## config.mk

```make
export PLATFORM = sky130hd
export DESIGN_NAME = lisa_div
export DESIGN_NICKNAME = d
export VERILOG_FILES = /design/src/design/lisa_pkg.sv /design/src/design/lisa_div.sv
export SDC_FILE = /design/constraint.sdc
export NUM_CORES = 1
export LEC_CHECK = 0
export BUFFER_PORTS_ARGS = -buffer_cell sky130_fd_sc_hd__buf_2
export CORE_MARGIN = 1
export CORE_UTILIZATION = 45
export CTS_CLUSTER_SIZE = 28
export DETAILED_ROUTE_END_ITERATION = 6
export HOLD_SLACK_MARGIN = 0.12
export PLACE_DENSITY_LB_ADDON = 0.3
export SLEW_MARGIN = 20
export SYNTH_ARGS = -nofsm -noshare
export SYNTH_HDL_FRONTEND = slang
export SYNTH_SLANG_ARGS = --single-unit
```

## constraint.sdc

```tcl
create_clock -name clk_i -period 5.8 [get_ports clk_i]
set_input_delay 1.16 -clock clk_i [delete_from_list [all_inputs] [get_ports clk_i]]
set_output_delay 1.16 -clock clk_i [all_outputs]
set_load 0.005 [all_outputs]
```

## src/design/lisa_pkg.sv

```systemverilog
// shared types and constants of the longest idle slot allocator
package lisa_pkg;

  localparam int DEF_ENTRIES   = 64;
  localparam int DEF_TIME_BITS = 32;

  localparam int KEY_HI_W   = 16;
  localparam int KEY_LO_W   = 64;
  localparam int KEY_W      = KEY_HI_W + KEY_LO_W;
  localparam int CFG_W      = 7;
  localparam int CFG_IDX_W  = 2;
  localparam int POS_W      = 6;
  localparam int REM_W      = 7;
  localparam int STATUS_W   = 2;
  localparam int IN_DATA_W  = KEY_W;
  localparam int OUT_DATA_W = 24;

  localparam logic [CFG_W-1:0] CFG_ENTRIES_RST = 7'd64;
  localparam logic [CFG_W-1:0] CFG_SLOTS_RST   = 7'd8;

  localparam logic [CFG_IDX_W-1:0] CFG_ENTRIES_IN_USE = 2'd0;
  localparam logic [CFG_IDX_W-1:0] CFG_SLOTS_PER_FLOOR = 2'd1;

  localparam logic [STATUS_W-1:0] STS_PLACED    = 2'd0;
  localparam logic [STATUS_W-1:0] STS_FULL      = 2'd1;
  localparam logic [STATUS_W-1:0] STS_RELEASED  = 2'd2;
  localparam logic [STATUS_W-1:0] STS_NOT_FOUND = 2'd3;

  localparam logic FUNC_ALLOC   = 1'b0;
  localparam logic FUNC_RELEASE = 1'b1;

  typedef enum logic [2:0] {
    ST_CLEAR,
    ST_IDLE,
    ST_SCAN,
    ST_COMMIT,
    ST_DIV,
    ST_OUT
  } lisa_state_e;

  typedef struct packed {
    logic start;
    logic rel;
    logic commit;
    logic commit_rel;
  } lisa_scan_req_t;

  typedef struct packed {
    logic ready;
    logic done;
    logic hit;
  } lisa_scan_rsp_t;

endpackage

```

## src/design/lisa_div.sv

```systemverilog
// bit-serial restoring divider splitting an entry index into floor and slot
module lisa_div #(
  parameter int IDX_W = 6
) (
  input  logic                       clk_i,
  input  logic                       rst_ni,
  input  logic                       start_i,
  input  logic [IDX_W-1:0]           dividend_i,
  input  logic [lisa_pkg::CFG_W-1:0] divisor_i,
  output logic                       done_o,
  output logic [IDX_W-1:0]           quot_o,
  output logic [lisa_pkg::CFG_W-1:0] rem_o
);
  import lisa_pkg::*;

  localparam int STEP_W = $clog2(IDX_W + 1);

  logic              busy_q;
  logic [STEP_W-1:0] cnt_q;
  logic [IDX_W-1:0]  q_q;
  logic [CFG_W-1:0]  r_q, div_q;
  logic [CFG_W:0]    trial, diff;
  logic              ge;

  always_comb begin
    trial = {r_q, q_q[IDX_W-1]};
    ge    = trial >= {1'b0, div_q};
    diff  = trial - {1'b0, div_q};
  end

  always_ff @(posedge clk_i or negedge rst_ni) begin
    if (!rst_ni) begin
      busy_q <= 1'b0;
      cnt_q  <= '0;
    end else if (start_i) begin
      busy_q <= 1'b1;
      cnt_q  <= STEP_W'(IDX_W);
    end else if (busy_q) begin
      if (cnt_q == '0) begin
        busy_q <= 1'b0;
      end else begin
        cnt_q <= cnt_q - STEP_W'(1);
      end
    end
  end

  always_ff @(posedge clk_i) begin
    if (start_i) begin
      q_q   <= dividend_i;
      r_q   <= '0;
      div_q <= divisor_i;
    end else if (busy_q && (cnt_q != '0)) begin
      q_q <= (q_q << 1) | IDX_W'(ge);
      r_q <= ge ? diff[CFG_W-1:0] : trial[CFG_W-1:0];
    end
  end

  assign done_o = busy_q && (cnt_q == '0);
  assign quot_o = q_q;
  assign rem_o  = r_q;

endmodule

```

==> impl_metrics.tcl <==
set metrics [dict create \
    grt_first_pass_wirelength_um 4478 \
    timing.critical_path.cells "inv_1 -> ha_1 -> nand2b_1 -> nor2_1 -> buf_2" \
    cp.buffers_inverters 2 \
    drt_drc_violations_left 4 \
    maxCapViolCount 0 \
    num_rows 19 \
    post_cts_resized 0 \
    worstSkewPairLatency_ps 320 \
    floorplan.die.width_um 57.03 \
    critical_path_class "register to output pin" \
    avgSynthCellArea_um2 10.48 \
    tritonroute_pass_1_iters 6 \
    most_common_cell_after_layout_fill_and_taps_aside "sky130_fd_sc_hd__buf_2" \
    dominantRegCellSynth "sky130_fd_sc_hd__edfxtp_1" \
    synthToLayoutAreaGrowth_pct 14.23 \
    routed-via-count 1074 \
    grt_max_degree 29 \
    clock_tree.buffer_depth 2 \
    static-leakage-power_nw 0.7081 \
    grt_use_total_pct 17.84 \
    drv_slew 0 \
    dp_hpwl_um 2044 \
    finalWeightedCongestion 0.7577 \
    clock_tree.htree_level_count 1 \
    max_slew.worst_pin.slew_ps 540.8 \
    min_period_over_period_pct 42.26 \
    power.density_nw_per_um2 449.3 \
    cp_top_family "flip-flops" \
    die_y_um 57.03 \
    timing.setup.tns_ps 0 \
    post_synth_instance_area_um2 1363 \
    grt_setup_unrepaired "false" \
    slowest_stage "sky130_fd_sc_hd__dfrtp_1" \
    maxSlewHeadroom_pct 63.94 \
    tritoncts "built" \
    clock_tree.root_cell "sky130_fd_sc_hd__clkbuf_4" \
    route.final.wire_length_um 2681 \
    postCtsHoldBufs 0 \
    synthesis.instances 130 \
    grt_pass1_vias 1043 \
    final_hold_viol_count 0 \
    cts_made_buffers 3 \
    initial_core_util_pct 48.57 \
    setup.worst_path.end_class "output pin" \
    ys_types 42 \
    post-route-util_pct 55.49 \
    core_um2 2805 \
    setup_viol 0 \
    synth_seq_area_share_pct 46.28 \
    finalClockSkew_ps 13.46 \
    hold_path.class "register to register" \
    postRouteAntennaNets 0 \
    multi_input_comb_area_um2 666.9 \
    clk_pin_slew_worst_paths_ps 140 \
    globalRouteOverflowTotal 0 \
    numPortBuffers 29 \
    ys_warn_count 0 \
    post_cts_buffers 0 \
    timing.fmax_mhz 407.9 \
    io-pin-count 30 \
    critical_path_peak_fanout 3 \
    fillers 264 \
    irDropWorstVdd_mv 0.1860 \
    period_minus_slack_ps 2451 \
    die_area_um2 3252 \
    num_antenna_cells 0 \
    slowest_delay_ps 420 \
    synth-edff-count 13 \
    violations "DRC" \
    final_layout_size_suffix_gt1_share_pct 28.93 \
    wl_per_cell_um 14.11 \
    fraction_of_registers_with_async_set_or_reset_after_synthesis_pct 16.67 \
    timing.critical_path.arrival_ps 1290 \
    via_per_inst 5.653 \
    drtIter0Drc 51 \
    cp.required_ps 4640 \
    startpoint_type "register" \
    register_area_um2 630.6 \
    antenna_found_initial 0 \
    run_status "complete, but fails checks" \
    design.final.nets 186 \
    cts.sinks 24 \
    postSynthRegisterBits 24 \
    synth_nets 156 \
    final_cell_mix "sky130_fd_sc_hd__buf_2, sky130_fd_sc_hd__nor2_1, sky130_fd_sc_hd__inv_1, sky130_fd_sc_hd__edfxtp_1, sky130_fd_sc_hd__ha_1" \
]
worst paths after layout:
kind / start / to / slack, ps / cells after the start
worst max register to register: quot_o[5]$_DFFE_PP_ / rem_o[3]$_SDFFE_PP0P_ / 3430 / 8
worst max-delay path: cnt_q[0]$_DFFE_PN0P_ / done_o / 3350 / 5
worst min-delay path: cnt_q[2]$_DFFE_PN0P_ / cnt_q[2]$_DFFE_PN0P_ / 520 / 1
worst min register to register: cnt_q[2]$_DFFE_PN0P_ / cnt_q[2]$_DFFE_PN0P_ / 520 / 1
max in group asynchronous: rst_ni / cnt_q[0]$_DFFE_PN0P_ / 5060 / 1
min in group asynchronous: rst_ni / busy_q$_DFF_PN0_ / 610 / 1
registers in the layout, indices dropped and copies added (netlist names):
name and flops:
div_q 7, rem_o 7, quot_o 6, cnt_q 3
busy_q 1
stage by stage:
step | hold slack [ps] | instances | power, W | worst slack (ps) | area, µm²
after detailed placement | 478.9 | 186 | 0.0006249 | 3445 | 1530
final | 516.8 | 190 | 0.0006993 | 3349 | 1556
after global placement | 459.2 | 186 | 0.0006077 | 3519 | 1530
after floorplan | 443.5 | 130 | 0.0005264 | 3598 | 1363
after CTS | 500.4 | 190 | 0.0007007 | 3332 | 1556
after global routing | 546.1 | 190 | 0.0007568 | 3253 | 1556
layer usage:
metal / share of wire, % / track usage (%)
met1: 43 / 21.85
met2: 52 / 32.10
met3: 4.1 / 2.268
met4: 0.90 / 6.620
met5: 0 / 0
cells in the mapped netlist, types with 3 or more instances:
master / count / area, µm²
sky130_fd_sc_hd__edfxtp_1: 13 / 390.4
sky130_fd_sc_hd__nand2_1: 7 / 26.28
sky130_fd_sc_hd__dfxtp_1: 7 / 140.1
sky130_fd_sc_hd__o31ai_1: 3 / 22.52
sky130_fd_sc_hd__a21oi_1: 6 / 30.03
sky130_fd_sc_hd__mux2_2: 6 / 67.56
sky130_fd_sc_hd__nor3_1: 3 / 15.01
sky130_fd_sc_hd__nand2b_1: 5 / 31.28
sky130_fd_sc_hd__nor2_1: 14 / 52.55
sky130_fd_sc_hd__clkbuf_1: 3 / 11.26
sky130_fd_sc_hd__ha_1: 9 / 112.6
sky130_fd_sc_hd__a211oi_1: 3 / 22.52
sky130_fd_sc_hd__inv_1: 13 / 48.80
sky130_fd_sc_hd__dfrtp_1: 4 / 100.1
sky130_fd_sc_hd__nand3_1: 3 / 15.01
cell families after synthesis:
logic type | synth area share (%)
buffers and inverters | 4.775
AOI/OAI and AO/OA | 13.32
DFF | 46.28
muxes | 5.693
xor gates and xnor gates | 1.286
and+or+nand+nor | 18.92
adders and majority gates | 9.734
power breakdown:
part	internal [W]	total (W)	switching [W]
clock network	0.0000252	0.0000758	0.0000506
logic	0.000162	0.000356	0.000194
registers	0.000231	0.000267	0.0000364
cell type report:
class / count / share of cell area [%]
timing repair buffer: 29 / 9.325
sequential: 24 / 40.51
inverter: 13 / 3.135
tap: 31 / 2.492
multi-input combinational: 89 / 42.85
clock inverter: 1 / 0.2412
clock buffer: 3 / 1.447
(Power assumes the default switching activity.)
